### config.mk
export PLATFORM = sky130hd
export DESIGN_NAME = horizontal_predictor_decoder
export DESIGN_NICKNAME = d
export VERILOG_FILES = /design/src/rtl/core/hpd_pkg.sv /design/src/rtl/core/hpd_cell.sv /design/src/rtl/core/hpd_ctrl.sv /design/src/rtl/core/hpd_skid.sv /design/src/rtl/core/horizontal_predictor_decoder.sv
export SDC_FILE = /design/constraint.sdc
export NUM_CORES = 1
export LEC_CHECK = 0
export BUFFER_PORTS_ARGS = -buffer_cell sky130_fd_sc_hd__buf_4
export CORE_ASPECT_RATIO = 1.2
export CORE_MARGIN = 2
export CORE_UTILIZATION = 62
export CTS_CLUSTER_DIAMETER = 60
export DETAILED_ROUTE_END_ITERATION = 7
export GPL_TIMING_DRIVEN = 0
export PLACE_DENSITY = 0.8
export SETUP_SLACK_MARGIN = 0.4
export SYNTH_ARGS = -nofsm -noshare
export SYNTH_HDL_FRONTEND = slang
export SYNTH_SLANG_ARGS = --single-unit
### constraint.sdc
create_clock -name clk_i -period 7.5 [get_ports clk_i]
set_input_delay 1.5 -clock clk_i [delete_from_list [all_inputs] [get_ports clk_i]]
set_output_delay 1.5 -clock clk_i [all_outputs]
set_load 0.005 [all_outputs]
### src/rtl/core/hpd_pkg.sv
// Shared constants and types for the horizontal predictor decoder.
package hpd_pkg;

  localparam int MaxChannels = 8;
  localparam int ChanW       = (MaxChannels > 1) ? $clog2(MaxChannels) : 1;
  localparam int ChCntW      = $clog2(MaxChannels + 1);

  localparam int SampleW = 16;
  localparam int CfgIdxW = 3;
  localparam int CfgDataW = 16;

  localparam logic [CfgIdxW-1:0] CfgSampleBytes = 3'd0;
  localparam logic [CfgIdxW-1:0] CfgChannels    = 3'd1;
  localparam logic [CfgIdxW-1:0] CfgRowPixels   = 3'd2;
  localparam logic [CfgIdxW-1:0] CfgRowCount    = 3'd3;
  localparam logic [CfgIdxW-1:0] CfgSwapBytes   = 3'd4;

  localparam logic [1:0] SampleBytesWide = 2'd2;

  localparam logic [SampleW-1:0] MaskWide   = 16'hffff;
  localparam logic [SampleW-1:0] MaskNarrow = 16'h00ff;

  typedef struct packed {
    logic wr;
    logic pixel_done;
    logic beyond;
  } step_t;

  typedef struct packed {
    logic [SampleW-1:0] sample;
    logic               row_end;
    logic               image_end;
  } res_t;

endpackage

### src/rtl/core/hpd_cell.sv
// One channel cell: holds a running sum and passes the channel token to its neighbor.
module hpd_cell (
  input  logic                         clk_i,
  input  logic                         rst_ni,
  input  hpd_pkg::step_t               step_i,
  input  logic                         last_i,
  input  logic                         tok_i,
  input  logic [hpd_pkg::SampleW-1:0]  wr_data_i,
  input  logic [hpd_pkg::SampleW-1:0]  rd_i,
  output logic                         tok_o,
  output logic [hpd_pkg::SampleW-1:0]  rd_o
);

  logic                        tok_q, tok_d;
  logic [hpd_pkg::SampleW-1:0] sum_q;
  logic                        sel;

  assign sel   = step_i.beyond ? last_i : tok_i;
  assign rd_o  = sel ? sum_q : rd_i;
  assign tok_o = tok_q;

  always_comb begin
    tok_d = tok_q;
    if (step_i.wr) begin
      tok_d = step_i.pixel_done ? 1'b0 : tok_i;
    end
  end

  always_ff @(posedge clk_i or negedge rst_ni) begin
    if (!rst_ni) begin
      tok_q <= 1'b0;
    end else begin
      tok_q <= tok_d;
    end
  end

  always_ff @(posedge clk_i) begin
    if (step_i.wr && sel) begin
      sum_q <= wr_data_i;
    end
  end

endmodule

### src/rtl/core/hpd_ctrl.sv
// Configuration registers, raster position counters and the sample adder.
module hpd_ctrl (
  input  logic                              clk_i,
  input  logic                              rst_ni,
  input  logic                              cfg_we_i,
  input  logic [hpd_pkg::CfgIdxW-1:0]       cfg_index_i,
  input  logic [hpd_pkg::CfgDataW-1:0]      cfg_wdata_i,
  input  logic                              accept_i,
  input  logic [hpd_pkg::SampleW-1:0]       coded_sample_i,
  input  logic [hpd_pkg::SampleW-1:0]       rd_i,
  output logic                              head_o,
  output logic [hpd_pkg::MaxChannels-1:0]   last_o,
  output hpd_pkg::step_t                    step_o,
  output hpd_pkg::res_t                     res_o
);

  logic [1:0]                  sample_bytes_q;
  logic [3:0]                  channels_q;
  logic [15:0]                 row_pixels_q;
  logic [15:0]                 row_count_q;
  logic                        swap_bytes_q;

  logic [hpd_pkg::ChanW-1:0]   channel_pos_q, channel_pos_d;
  logic [15:0]                 column_pos_q, column_pos_d;
  logic [15:0]                 row_pos_q, row_pos_d;

  logic                        wide;
  logic [hpd_pkg::SampleW-1:0] mask;
  logic [hpd_pkg::SampleW-1:0] v;
  logic [hpd_pkg::SampleW-1:0] sum;
  logic [hpd_pkg::ChCntW-1:0]  ch_eff;
  logic [hpd_pkg::ChCntW-1:0]  pos_ext;
  logic [15:0]                 rp_eff;
  logic [15:0]                 rc_eff;
  logic [16:0]                 col_next;
  logic [16:0]                 row_next;
  logic                        pixel_done;
  logic                        row_done;
  logic                        image_done;

  assign wide = (sample_bytes_q == hpd_pkg::SampleBytesWide);
  assign mask = wide ? hpd_pkg::MaskWide : hpd_pkg::MaskNarrow;

  always_comb begin
    v = coded_sample_i;
    if (wide && swap_bytes_q) begin
      v = {coded_sample_i[7:0], coded_sample_i[15:8]};
    end
    v = v & mask;
  end

  always_comb begin
    if (channels_q == 4'd0) begin
      ch_eff = hpd_pkg::ChCntW'(1);
    end else if (int'(channels_q) > hpd_pkg::MaxChannels) begin
      ch_eff = hpd_pkg::ChCntW'(hpd_pkg::MaxChannels);
    end else begin
      ch_eff = hpd_pkg::ChCntW'(channels_q);
    end
  end

  assign rp_eff   = (row_pixels_q == 16'd0) ? 16'd1 : row_pixels_q;
  assign rc_eff   = (row_count_q == 16'd0) ? 16'd1 : row_count_q;
  assign pos_ext  = hpd_pkg::ChCntW'(channel_pos_q);
  assign col_next = {1'b0, column_pos_q} + 17'd1;
  assign row_next = {1'b0, row_pos_q} + 17'd1;

  assign pixel_done = (pos_ext + hpd_pkg::ChCntW'(1)) >= ch_eff;
  assign row_done   = pixel_done && (col_next >= {1'b0, rp_eff});
  assign image_done = row_done && (row_next >= {1'b0, rc_eff});

  assign sum = (column_pos_q == 16'd0) ? v : ((rd_i + v) & mask);

  assign head_o = (channel_pos_q == '0);

  for (genvar i = 0; i < hpd_pkg::MaxChannels; i++) begin : g_last
    assign last_o[i] = (ch_eff == hpd_pkg::ChCntW'(i + 1));
  end

  assign step_o.wr         = accept_i;
  assign step_o.pixel_done = pixel_done;
  assign step_o.beyond     = pos_ext >= ch_eff;

  assign res_o.sample    = sum;
  assign res_o.row_end   = row_done;
  assign res_o.image_end = image_done;

  always_comb begin
    channel_pos_d = channel_pos_q;
    column_pos_d  = column_pos_q;
    row_pos_d     = row_pos_q;
    if (accept_i) begin
      if (pixel_done) begin
        channel_pos_d = '0;
        if (row_done) begin
          column_pos_d = 16'd0;
          row_pos_d    = image_done ? 16'd0 : row_next[15:0];
        end else begin
          column_pos_d = col_next[15:0];
        end
      end else begin
        channel_pos_d = channel_pos_q + hpd_pkg::ChanW'(1);
      end
    end
  end

  always_ff @(posedge clk_i or negedge rst_ni) begin
    if (!rst_ni) begin
      sample_bytes_q <= 2'd1;
      channels_q     <= 4'd1;
      row_pixels_q   <= 16'd1;
      row_count_q    <= 16'd1;
      swap_bytes_q   <= 1'b0;
      channel_pos_q  <= '0;
      column_pos_q   <= 16'd0;
      row_pos_q      <= 16'd0;
    end else begin
      channel_pos_q <= channel_pos_d;
      column_pos_q  <= column_pos_d;
      row_pos_q     <= row_pos_d;
      if (cfg_we_i) begin
        case (cfg_index_i)
          hpd_pkg::CfgSampleBytes: sample_bytes_q <= cfg_wdata_i[1:0];
          hpd_pkg::CfgChannels:    channels_q     <= cfg_wdata_i[3:0];
          hpd_pkg::CfgRowPixels:   row_pixels_q   <= cfg_wdata_i[15:0];
          hpd_pkg::CfgRowCount:    row_count_q    <= cfg_wdata_i[15:0];
          hpd_pkg::CfgSwapBytes:   swap_bytes_q   <= cfg_wdata_i[0];
          default: ;
        endcase
      end
    end
  end

endmodule

### src/rtl/core/hpd_skid.sv
// Output register with a skid stage on the result channel.
module hpd_skid (
  input  logic           clk_i,
  input  logic           rst_ni,
  input  logic           in_valid_i,
  output logic           in_ready_o,
  input  hpd_pkg::res_t  in_data_i,
  output logic           out_valid_o,
  input  logic           out_ready_i,
  output hpd_pkg::res_t  out_data_o
);

  logic          out_vld_q, out_vld_d;
  logic          skid_vld_q, skid_vld_d;
  hpd_pkg::res_t out_q;
  hpd_pkg::res_t skid_q;
  logic          accept;
  logic          out_free;

  assign in_ready_o  = !skid_vld_q;
  assign accept      = in_valid_i && !skid_vld_q;
  assign out_free    = !out_vld_q || out_ready_i;
  assign out_valid_o = out_vld_q;
  assign out_data_o  = out_q;

  always_comb begin
    out_vld_d  = out_vld_q;
    skid_vld_d = skid_vld_q;
    if (accept) begin
      if (out_free) begin
        out_vld_d = 1'b1;
      end else begin
        skid_vld_d = 1'b1;
      end
    end else if (out_ready_i) begin
      if (skid_vld_q) begin
        skid_vld_d = 1'b0;
      end else begin
        out_vld_d = 1'b0;
      end
    end
  end

  always_ff @(posedge clk_i or negedge rst_ni) begin
    if (!rst_ni) begin
      out_vld_q  <= 1'b0;
      skid_vld_q <= 1'b0;
    end else begin
      out_vld_q  <= out_vld_d;
      skid_vld_q <= skid_vld_d;
    end
  end

  always_ff @(posedge clk_i) begin
    if (accept && out_free) begin
      out_q <= in_data_i;
    end else if (accept) begin
      skid_q <= in_data_i;
    end else if (out_ready_i && skid_vld_q) begin
      out_q <= skid_q;
    end
  end

`ifndef SYNTHESIS
  a_skid_behind_out: assert property (@(posedge clk_i) disable iff (!rst_ni)
    skid_vld_q |-> out_vld_q)
    else $error("skid beat held with empty output register");

  a_skid_holds: assert property (@(posedge clk_i) disable iff (!rst_ni)
    (out_vld_q && !out_ready_i) |=> out_vld_q)
    else $error("stalled output beat dropped");

  a_out_stable: assert property (@(posedge clk_i) disable iff (!rst_ni)
    (out_vld_q && !out_ready_i) |=> $stable(out_q))
    else $error("stalled output beat changed");
`endif

endmodule

### src/rtl/core/horizontal_predictor_decoder.sv
// Top level of the horizontal predictor decoder.
// Usage:
//   Input channel (in_valid_i / in_ready_o / coded_sample_i) carries one coded
//   sample per beat in row-major, channel-interleaved order. Output channel
//   (out_valid_o / out_ready_i) carries one reconstructed sample per input
//   beat, with row_end_o and image_end_o marking the last sample of a row and
//   of the image.
//   Configuration: write cfg_wdata_i to register cfg_index_i while cfg_we_i is
//   high; write only while no beat is in flight.
//   Output: each result is registered in the output register or skid stage.
//   Throughput: one sample per cycle while in_ready_o is high, set by the single
//   add with feedback from the channel cell chain into the next sample.
//   Reset: clears positions so the next beat starts a new image; the channel
//   sums are loaded by the first pixel of each row and need no clearing.
//   Stall: an output register plus a skid stage hold up to two results;
//   in_ready_o drops only while the skid stage is full.
module horizontal_predictor_decoder (
  input  logic                          clk_i,
  input  logic                          rst_ni,
  input  logic                          cfg_we_i,
  input  logic [hpd_pkg::CfgIdxW-1:0]   cfg_index_i,
  input  logic [hpd_pkg::CfgDataW-1:0]  cfg_wdata_i,
  input  logic                          in_valid_i,
  output logic                          in_ready_o,
  input  logic [hpd_pkg::SampleW-1:0]   coded_sample_i,
  output logic                          out_valid_o,
  input  logic                          out_ready_i,
  output logic [hpd_pkg::SampleW-1:0]   pixel_sample_o,
  output logic                          row_end_o,
  output logic                          image_end_o
);

  logic                                 accept;
  logic                                 head;
  logic [hpd_pkg::MaxChannels-1:0]      last;
  hpd_pkg::step_t                       step;
  hpd_pkg::res_t                        res;
  hpd_pkg::res_t                        out_res;
  logic [hpd_pkg::MaxChannels:0]        tok;
  logic [hpd_pkg::SampleW-1:0]          rd [hpd_pkg::MaxChannels+1];

  assign accept = in_valid_i && in_ready_o;
  assign tok[0] = head;
  assign rd[0]  = '0;

  hpd_ctrl u_ctrl (
    .clk_i          (clk_i),
    .rst_ni         (rst_ni),
    .cfg_we_i       (cfg_we_i),
    .cfg_index_i    (cfg_index_i),
    .cfg_wdata_i    (cfg_wdata_i),
    .accept_i       (accept),
    .coded_sample_i (coded_sample_i),
    .rd_i           (rd[hpd_pkg::MaxChannels]),
    .head_o         (head),
    .last_o         (last),
    .step_o         (step),
    .res_o          (res)
  );

  for (genvar i = 0; i < hpd_pkg::MaxChannels; i++) begin : g_cell
    hpd_cell u_cell (
      .clk_i     (clk_i),
      .rst_ni    (rst_ni),
      .step_i    (step),
      .last_i    (last[i]),
      .tok_i     (tok[i]),
      .wr_data_i (res.sample),
      .rd_i      (rd[i]),
      .tok_o     (tok[i+1]),
      .rd_o      (rd[i+1])
    );
  end

  hpd_skid u_skid (
    .clk_i       (clk_i),
    .rst_ni      (rst_ni),
    .in_valid_i  (in_valid_i),
    .in_ready_o  (in_ready_o),
    .in_data_i   (res),
    .out_valid_o (out_valid_o),
    .out_ready_i (out_ready_i),
    .out_data_o  (out_res)
  );

  assign pixel_sample_o = out_res.sample;
  assign row_end_o      = out_res.row_end;
  assign image_end_o    = out_res.image_end;

`ifndef SYNTHESIS
  a_tok_onehot: assert property (@(posedge clk_i) disable iff (!rst_ni)
    $onehot(tok))
    else $error("channel token lost or duplicated");

  a_image_end_on_row_end: assert property (@(posedge clk_i) disable iff (!rst_ni)
    out_valid_o |-> (!image_end_o || row_end_o))
    else $error("image end without row end");

  a_ready_low_on_stall: assert property (@(posedge clk_i) disable iff (!rst_ni)
    !in_ready_o |-> out_valid_o)
    else $error("input held off with empty output register");
`endif

endmodule
==> results.yml, run 1 <==
outcome:
  outcome: "finished, final reports clean"
synthesis:
  synth_edf_count: 164
  syn-cell-area_sq_um: 12500
  ys_async_sr_fraction_pct: 33.6
  synth_nets: 1185
  synth.yosys.warnings: 0
  netlist-cell-type-count: 76
  synth_seq_area_share_pct: 56.1
  syn_avg_cell_area_sq_um: 11.5
  netlist_top_cells_area: "sky130_fd_sc_hd__edfxtp_1, sky130_fd_sc_hd__dfrtp_1, sky130_fd_sc_hd__ha_1"
  ys_seq_elements: 247
  synth_flop_cell: "sky130_fd_sc_hd__edfxtp_1"
  synth_top_cell_by_area: "sky130_fd_sc_hd__edfxtp_1"
  synth_top_area_share_pct: 39.4
  netlist_instances: 1085
grt:
  global_route_wire_length_before_repair_microns: 44900
  grt_usage_pct: 26.4
  global_route.overflow_total: 0
  grt_max_degree: 84
  initial_antenna_violation_count: 0
  vias_in_the_first_global_route: 8783
floorplan:
  ioPinCount: 60
  coreArea_sq_um: 19600
  fp.dieArea_sq_um: 21300
  dieWidth_microns: 134
  initial_core_util_pct: 63.6
  fp-row-count: 56
  chipHeight_microns: 159
routing:
  dr.first_iter.drc_count: 714
  post_drt_wl_per_cell_microns: 19.2
  number_of_vias_after_detailed_routing: 8803
  post-route-drc-count: 0
  route.detailed.vias_per_inst: 6.07
  postRouteWirelength_microns: 27900
  drt-pass1-iter-count: 5
  antenna_violating_nets_post_route: 0
sta:
  timing.slew.headroom_pct: 2.87
  maxClockFrequency_mhz: 151
  hold_violations: 0
  worst-slew-pin-transition_ps: 1440
  number_of_setup_violations_in_the_final_report: 0
  rsz_0062_raised_after_global_routing: "no"
  setup_tns_ps: 0
  finalCritPeriodShare_pct: 88.4
  hold_slack_ps: 500
  slew_viol_final: 0
  skew_ps: 37.5
  final.min_clock_period_ps: 6630
power:
  ir_drop_v: 0.000376
  power_density_nw_per_um2: 496
  static-leakage-power_uw: 0.00570
final_layout:
  area_growth_pct: 13.2
  antenna_cells: 0
  final_cell_mix: "sky130_fd_sc_hd__edfxtp_1, sky130_fd_sc_hd__nand2_1, sky130_fd_sc_hd__nor2_1"
  drive_gt1_share_pct: 16.2
  nets: 1272
  mostFrequentLayoutCell: "sky130_fd_sc_hd__edfxtp_1"
placed_design:
  routabilityCongestion: 0.869
  port_buffers: 59
  detailed_placement_hpwl_microns: 20000
clock_network:
  cts.clk_slew.worst_paths_ps: 70
  cts_tree: "built"
  cts-htree-levels: 1
  tritoncts.num_buffers: 24
  tritoncts_num_sinks: 247
  cts-root-buf: "sky130_fd_sc_hd__clkbuf_16"
  clock_insertion_delay_worst_skew_ps: 540
  clockBufferDepth: 3
  cts_hold_buf: 0
  postCtsSetupRepairBufs: 0
critical_path:
  regToRegSetupSlack_ps: 870
  worst-path-max-fanout: 10
  setup.worst_path.start_class: "register"
  required_ps: 7760
  path_class: "register to register"
  crit_arrival_ps: 6880
  worst_setup_path_end_kind: "register"
min_path:
  hold_path.class: "register to register"
job:
  max_cap_violations: 0
## synth_stat cells, drive strengths merged, types with 5 or more instances
master and number:
o21a 5, xnor2 18, a22oi 16, mux2 55
o21ai 88, nand4 11, buf 5, nand3 27
edfxtp 164, a211o 21, dfrtp 79, a211oi 21
ha 59, and3 12, nor2 97, nor2b 11
o31ai 7, inv 47, a221oi 16, nand2 100
nor3 14, xor2 22, nor4 11, clkbuf 40
o211ai 6, a21o 14, nand2b 16, or3 6
a21oi 34, mux2i 9, and2 7
## per-layer routing
layer / part of all wire (%) / GRT usage (%) / routed length [microns]
met4: 3.6 / 9.33 / 1010
met3: 3.7 / 2.93 / 1050
met1: 39 / 31.8 / 10900
met2: 54 / 48.6 / 15000
met5: 0 / 0 / 0
## final timing paths
path                                   startpoint                          to  cells past startpoint
max                          u_ctrl.channels_q[2]  g_cell[6].u_cell.sum_q[15]                     23
min                        g_cell[6].u_cell.tok_o      g_cell[6].u_cell.tok_o                      2
max reg2reg                  u_ctrl.channels_q[2]  g_cell[6].u_cell.sum_q[15]                     23
min reg2reg                g_cell[6].u_cell.tok_o      g_cell[6].u_cell.tok_o                      2
max in group asynchronous                  rst_ni    u_ctrl.sample_bytes_q[1]                      1
min in group asynchronous                  rst_ni        u_ctrl.row_pos_q[11]                      1
## worst max-delay path: stages (launching register included)
cell	delay, ps
sky130_fd_sc_hd__dfrtp_1	370
sky130_fd_sc_hd__buf_4	160
sky130_fd_sc_hd__nor2_1	110
sky130_fd_sc_hd__nor2_1	50
sky130_fd_sc_hd__nor2_1	160
sky130_fd_sc_hd__ha_1	280
sky130_fd_sc_hd__nand2b_4	160
sky130_fd_sc_hd__a211o_2	390
sky130_fd_sc_hd__a21boi_1	660
sky130_fd_sc_hd__nor3_1	170
sky130_fd_sc_hd__nand2_1	250
sky130_fd_sc_hd__clkbuf_1	410
sky130_fd_sc_hd__a211o_1	200
sky130_fd_sc_hd__o21ai_1	100
sky130_fd_sc_hd__ha_1	340
sky130_fd_sc_hd__o21a_1	200
sky130_fd_sc_hd__o21ai_0	470
sky130_fd_sc_hd__nor2_1	110
sky130_fd_sc_hd__a221o_1	410
sky130_fd_sc_hd__o41ai_2	300
sky130_fd_sc_hd__o21ai_0	180
sky130_fd_sc_hd__o2bb2ai_2	290
sky130_fd_sc_hd__nand3_1	140
sky130_fd_sc_hd__a21oi_2	440
## flip-flops by register name, indices dropped and copies added (netlist names)
| register | count |
|---|---|
| u_ctrl.row_count_q | 16 |
| u_ctrl.swap_bytes_q | 1 |
| u_skid.skid_vld_q | 1 |
| u_ctrl.column_pos_q | 16 |
| u_skid.out_data_o | 18 |
| u_skid.out_valid_o | 1 |
| u_skid.skid_q | 18 |
| u_ctrl.row_pixels_q | 16 |
| u_ctrl.sample_bytes_q | 2 |
| u_ctrl.channels_q | 4 |
| u_ctrl.channel_pos_q | 3 |
| u_ctrl.row_pos_q | 16 |
| g_cell.u_cell.tok_o | 7 |
| g_cell.u_cell.sum_q | 128 |
## final cells by class
class                      count  area (sq um)
clock inverter                17           224
tap                          261           327
buffer                        45           210
sequential                   247          7010
multi-input combinational    746          5110
timing repair buffer          61           462
inverter                      47           176
clock buffer                  27           612
fill                        1401          5490
## where the power goes
group	switching, uW	internal, uW	total (uW)
logic	2090	1230	3320
clock network	525	736	1260
registers	124	2300	2420
total	2740	4270	7010
## per-stage QoR
step                utilization, %  power [uW]  setup WS (ps)  cells  area (sq um)
floorplan                        -        4680           2220   1085         12500
CTS                           71.9        6990            760   1450         14100
finish                        72.0        7010            874   1451         14100
detailed placement            67.6        5720            770   1406         13300
global placement              67.6        5600            983   1405         13300
global route                  72.0        7390            442   1451         14100
## cell families after synthesis
group                      synth area share [%]
adders and majority gates                  6.07
AOI/OAI and AO/OA                          14.0
buffers and inverters                      3.10
xor gates and xnor gates                   2.81
DFF                                        56.1
muxes                                      5.68
and+or+nand+nor                            12.2
## repair_timing
action	4_1_cts	5_1_grt
hold endpoints to repair	0	0
gates resized for setup	0	1
setup endpoints to repair	0	9
Note: power is estimated with default switching activity, not from simulation.
==> run 2: changes to the inputs <==
Settings changed: CORE_UTILIZATION 62 to 30, PLACE_DENSITY 0.8 to unset.
==> run 2 against run 1 <==
Effect of this change:
- clock skew down 19 ps
- critical endpoint is now g_cell[5].u_cell.sum_q[15]
- highest routed layer unchanged
- non-clock buffer count fell by 1
- critical path depth is 3 higher
- combinational power is 1% lower
==> results.yml, run 2 (same netlist as run 1, synthesis figures left out) <==
critical_path:
  timing.critical_path.slowest_stage_cell: "sky130_fd_sc_hd__o41ai_2"
  regToRegSetupSlack_ps: 870
  required_ps: 7840
  timing.critical_path.mode_cell: "sky130_fd_sc_hd__nor2_1"
  worst_setup_path_end_kind: "register"
  worst-path-buf-inv: 3
  setup.worst_path.start_class: "register"
  path_class: "register to register"
  rr_worst_depth: 26
  timing.rr.start: "u_ctrl.channels_q[2]"
  rr_endpoint: "g_cell[5].u_cell.sum_q[15]"
  critical-path-top-delay-family: "compound AO/OA/AOI/OAI gates"
  worstSetupStartpoint: "u_ctrl.channels_q[2]"
  crit_arrival_ps: 6970
  endpoint: "g_cell[5].u_cell.sum_q[15]"
  worst-path-max-fanout: 10
  path_depth: 26
  slowest_delay_ps: 480
clock_network:
  cts-root-buf: "sky130_fd_sc_hd__clkbuf_16"
  cts.clk_slew.worst_paths_ps: 60
  cts_tree: "built"
  clockBufferDepth: 3
  tritoncts.num_buffers: 28
  tritoncts_num_sinks: 247
  cts_hold_buf: 0
  cts-htree-levels: 1
  clock_insertion_delay_worst_skew_ps: 550
placed_design:
  place.detailed.instances: 1684
  port_buffers: 59
  place_ws_ps: 498
  detailed_placement_hpwl_microns: 21900
  routabilityCongestion: 0.811
min_path:
  hold_path.class: "register to register"
  min_delay_path_depth: 2
sta:
  maxClockFrequency_mhz: 151
  timing.slew.headroom_pct: 13.1
  final.min_clock_period_ps: 6630
  setup_tns_ps: 0
  hold_violations: 0
  slew_viol_final: 0
  number_of_setup_violations_in_the_final_report: 0
  worst-slew-pin-transition_ps: 1300
  fin_ws_ps: 868
  rsz_0062_raised_after_global_routing: "no"
  finalCritPeriodShare_pct: 88.4
  hold_slack_ps: 497
  skew_ps: 18.8
power:
  power_density_nw_per_um2: 488
  static-leakage-power_uw: 0.00577
  ir_drop_v: 0.000341
grt:
  initial_antenna_violation_count: 0
  grt_max_degree: 84
  global_route_wire_length_before_repair_microns: 46800
  global_route.overflow_total: 0
  vias_in_the_first_global_route: 8808
  grt_usage_pct: 13.6
routing:
  drt-pass1-iter-count: 6
  postRouteWirelength_microns: 29700
  post-route-drc-count: 0
  number_of_vias_after_detailed_routing: 8647
  route.detailed.vias_per_inst: 4.98
  antenna_violating_nets_post_route: 0
  post_drt_wl_per_cell_microns: 17.1
  dr.first_iter.drc_count: 487
final_layout:
  area_growth_pct: 17.2
  final_cell_mix: "sky130_fd_sc_hd__edfxtp_1, sky130_fd_sc_hd__nand2_1, sky130_fd_sc_hd__nor2_1"
  drive_gt1_share_pct: 16.5
  antenna_cells: 0
  final_cells: 1736
  mostFrequentLayoutCell: "sky130_fd_sc_hd__edfxtp_1"
  largest_register: "g_cell.u_cell.sum_q"
  nets: 1275
  largest_register_ff_count: 128
outcome:
  outcome: "finished, final reports clean"
job:
  max_cap_violations: 0
floorplan:
  ioPinCount: 60
  fp-row-count: 81
  chipHeight_microns: 227
  dieWidth_microns: 190
  initial_core_util_pct: 30.5
  fp.dieArea_sq_um: 43300
  coreArea_sq_um: 40900
run 2: cell count changes in the layout (fill, tap and decap cells not counted), sizes merged:
cell / previous run / this run
clkinv: 8 / 14
clkbuf: 67 / 70
buf: 66 / 65
bufinv: 4 / 5
clkinvlp: 3 / 2
inv: 49 / 48
run 2: power by group:
group	internal (uW)	switching, uW
clock	863	574
sequential	2300	121
combinational	1230	2040
run 2: layout make-up:
type | count | area (sq um)
inverter | 47 | 176
timing repair buffer | 60 | 450
tap | 539 | 674
fill | 4082 | 26300
clock inverter | 22 | 274
sequential | 247 | 7010
multi-input combinational | 746 | 5130
buffer | 45 | 210
clock buffer | 30 | 708
run 2: timing repair:
action | CTS | global route
setup buffers | 0 | 0
setup endpoints to repair | 0 | 11
gates resized for setup | 0 | 3
run 2: per-stage QoR:
step | util, % | instance area [sq um] | power [uW]
final | 35.7 | 14600 | 7130
after global routing | 35.7 | 14600 | 7620
after CTS | 35.7 | 14600 | 7210
after detailed placement | 33.3 | 13600 | 5750
after global placement | 33.2 | 13600 | 5660
after floorplan | - | 12500 | 4680
run 2: worst min-delay path by stage:
| stage | start | endpoint | slack, ps |
|---|---|---|---|
| finish | g_cell[6].u_cell.tok_o | g_cell[6].u_cell.tok_o | 500 |
| global route | g_cell[0].u_cell.tok_o | g_cell[0].u_cell.tok_o | 550 |
| CTS | g_cell[6].u_cell.tok_o | g_cell[6].u_cell.tok_o | 500 |
| detailed placement | g_cell[6].u_cell.tok_o | g_cell[6].u_cell.tok_o | 490 |
| global placement | g_cell[5].u_cell.tok_o | g_cell[5].u_cell.tok_o | 480 |
| floorplan | g_cell[6].u_cell.tok_o | g_cell[6].u_cell.tok_o | 450 |
run 2: worst min-delay path, delay by kind of cell, from the launching register on:
kind | cells | cell delay [ps]
AND/OR/NAND/NOR | 2 | 100
flip-flops | 1 | 370
run 2: per-layer routing:
layer	vias up	GRT usage, %	share of wire [%]
met5	-	0	0
met4	0	3.98	2.6
met3	38	1.74	3.8
met2	175	25.1	52
met1	4244	16.5	42
li1	4190	-	-
==> run 3: changes to the inputs <==
Settings changed: SYNTH_HIERARCHICAL set to 1.
==> run 3 against run 2 <==
Effect of this change:
- first-iteration DRC count up 5.1%
- highest routed layer is now met5
- flip-flop and latch count unchanged
- sequential power grew 2%
- final area increased by 9.5%
- total power up 12%
==> results.yml, run 3 <==
power:
  p_comb_share_pct: 51.1
  switching_power_uw: 2870
  sw_frac_of_total_pct: 36.0
  power.share.sequential_pct: 31.1
  power.clock.fraction_pct: 17.8
  power.internal_uw: 5090
  power_density_nw_per_um2: 497
  static-leakage-power_uw: 0.00657
  ir_drop_v: 0.000231
floorplan:
  coreArea_sq_um: 44700
  fp.dieArea_sq_um: 46900
  chipHeight_microns: 237
  ioPinCount: 60
  dieWidth_microns: 198
  fp-row-count: 85
  initial_core_util_pct: 30.3
critical_path:
  rr_worst_depth: 28
  slowest_delay_ps: 490
  timing.critical_path.mode_cell: "sky130_fd_sc_hd__mux2_4"
  worst-path-buf-inv: 4
  worstSetupStartpoint: "u_ctrl/channels_q[1]"
  rr_endpoint: "u_skid/out_data_o[17]"
  timing.rr.start: "u_ctrl/channels_q[1]"
  timing.critical_path.slowest_stage_cell: "sky130_fd_sc_hd__a2111oi_2"
  worst_setup_path_end_kind: "register"
  critical-path-top-delay-family: "multiplexers"
  endpoint: "u_skid/out_data_o[17]"
  path_class: "register to register"
  path_depth: 28
  required_ps: 7810
  setup.worst_path.start_class: "register"
  crit_arrival_ps: 7220
  regToRegSetupSlack_ps: 580
  worst-path-max-fanout: 10
sta:
  skew_ps: 27.1
  timing.slew.headroom_pct: 18.9
  slew_viol_final: 0
  final.min_clock_period_ps: 6920
  worst-slew-pin-transition_ps: 1200
  rsz_0062_raised_after_global_routing: "yes"
  maxClockFrequency_mhz: 145
  setup_tns_ps: 0
  number_of_setup_violations_in_the_final_report: 0
  finalCritPeriodShare_pct: 92.3
  hold_violations: 0
routing:
  post-route-drc-count: 0
  number_of_vias_after_detailed_routing: 8578
  dr.first_iter.drc_count: 512
  postRouteWirelength_microns: 30500
  drt-pass1-iter-count: 5
  post_drt_wl_per_cell_microns: 17.1
  route.detailed.vias_per_inst: 4.82
  antenna_violating_nets_post_route: 0
final_layout:
  layout.cell_area.non_filler_sq_um: 16000
  area_growth_pct: 18.3
  final_cells: 1780
  largest_register_ff_count: 128
  filler_cell_count: 4344
  drive_gt1_share_pct: 30.3
  antenna_cells: 0
  nets: 1290
  mostFrequentLayoutCell: "sky130_fd_sc_hd__edfxtp_1"
  final_cell_mix: "sky130_fd_sc_hd__edfxtp_1, sky130_fd_sc_hd__nand2_1, sky130_fd_sc_hd__mux2_2"
  largest_register: "g_cell.u_cell/sum_q"
job:
  max_cap_violations: 0
synthesis:
  syn_avg_cell_area_sq_um: 12.7
  synth.yosys.warnings: 6
  syn-cell-area_sq_um: 13500
  netlist_instances: 1066
clock_network:
  cts.clk_slew.worst_paths_ps: 60
  cts_tree: "built"
  clock_insertion_delay_worst_skew_ps: 570
  clockBufferDepth: 3
  tritoncts_num_sinks: 247
  tritoncts.num_buffers: 31
  cts-htree-levels: 1
  cts-root-buf: "sky130_fd_sc_hd__clkbuf_16"
  cts_hold_buf: 0
grt:
  global_route.overflow_total: 0
  vias_in_the_first_global_route: 8724
  grt_usage_pct: 13.0
  grt_max_degree: 84
  global_route_wire_length_before_repair_microns: 48000
  initial_antenna_violation_count: 1
placed_design:
  place.detailed.instances: 1706
  detailed_placement_hpwl_microns: 22200
  port_buffers: 59
  routabilityCongestion: 0.843
  detailed_place.area_sq_um: 14800
min_path:
  hold_path.class: "register to register"
outcome:
  outcome: "finished, final reports clean"
## run 3: how the worst min path moves through the flow
stage | start | end | slack, ps | cells after the start
4_1_cts | u_ctrl/row_count_q[11] | u_ctrl/row_count_q[11] | 530 | 1
3_3_place_gp | u_ctrl/row_pos_q[14] | u_ctrl/row_pos_q[14] | 510 | 2
6_report | u_ctrl/row_pos_q[9] | u_ctrl/row_pos_q[9] | 530 | 2
5_1_grt | u_ctrl/row_count_q[11] | u_ctrl/row_count_q[11] | 540 | 1
2_1_floorplan | u_ctrl/row_pos_q[6] | u_ctrl/row_pos_q[6] | 490 | 2
3_5_place_dp | u_ctrl/row_count_q[11] | u_ctrl/row_count_q[11] | 520 | 1
## run 3: layout make-up
type                    instances  area (sq um)  area share, %
flip-flops and latches        247          7010           43.8
multi-input cells             734          6220           38.8
clock buffers                  37           798           4.98
well taps                     565           707           4.41
repair buffers                 75           608           3.80
plain buffers                  39           263           1.64
inverters                      62           233           1.45
clock inverters                21           180           1.12
## run 3: per-stage QoR
step                power (uW)  worst slack (ps)  util (%)  hold WS [ps]
floorplan                 5370               666         -           489
global placement          6220              -691      33.0           514
detailed placement        6320              -818      33.1           518
CTS                       7910               373      35.6           531
global route              8500               322      35.9           537
finish                    7960               581      35.9           531
## run 3: timing repair
item / 4_1_cts / 5_1_grt
setup buffers: 6 / 9
endpoints found under the setup margin: 95 / 78
cloned: 0 / 1
resized for setup: 12 / 12
pin swaps: 2 / 4
## run 3: power groups by stage
stage	sequential (uW)	combinational (uW)	clock (uW)
2_1_floorplan	2450	2920	0
3_5_place_dp	2500	3820	0
4_1_cts	2480	3970	1460
5_1_grt	2510	4470	1530
3_3_place_gp	2490	3730	0
6_report	2470	4070	1420
## run 3: routing by layer
| layer | GRT usage [%] | routed length, microns | up-vias | part of all wire, % |
|---|---|---|---|---|
| met4 | 5.33 | 1120 | 2 | 3.7 |
| li1 | - | - | 4159 | - |
| met5 | 0 | 14 | - | 0.046 |
| met3 | 1.98 | 956 | 62 | 3.1 |
| met1 | 16.4 | 13600 | 4204 | 45 |
| met2 | 22.0 | 14800 | 151 | 49 |
## run 3: worst register-to-register path, delay by kind of cell, from the launching register on
family	cells	cell delay [ps]
fa+ha+maj	2	580
flops	1	450
compound gates	6	1530
simple gates	6	900
buf+inv	4	630
mux	10	2570
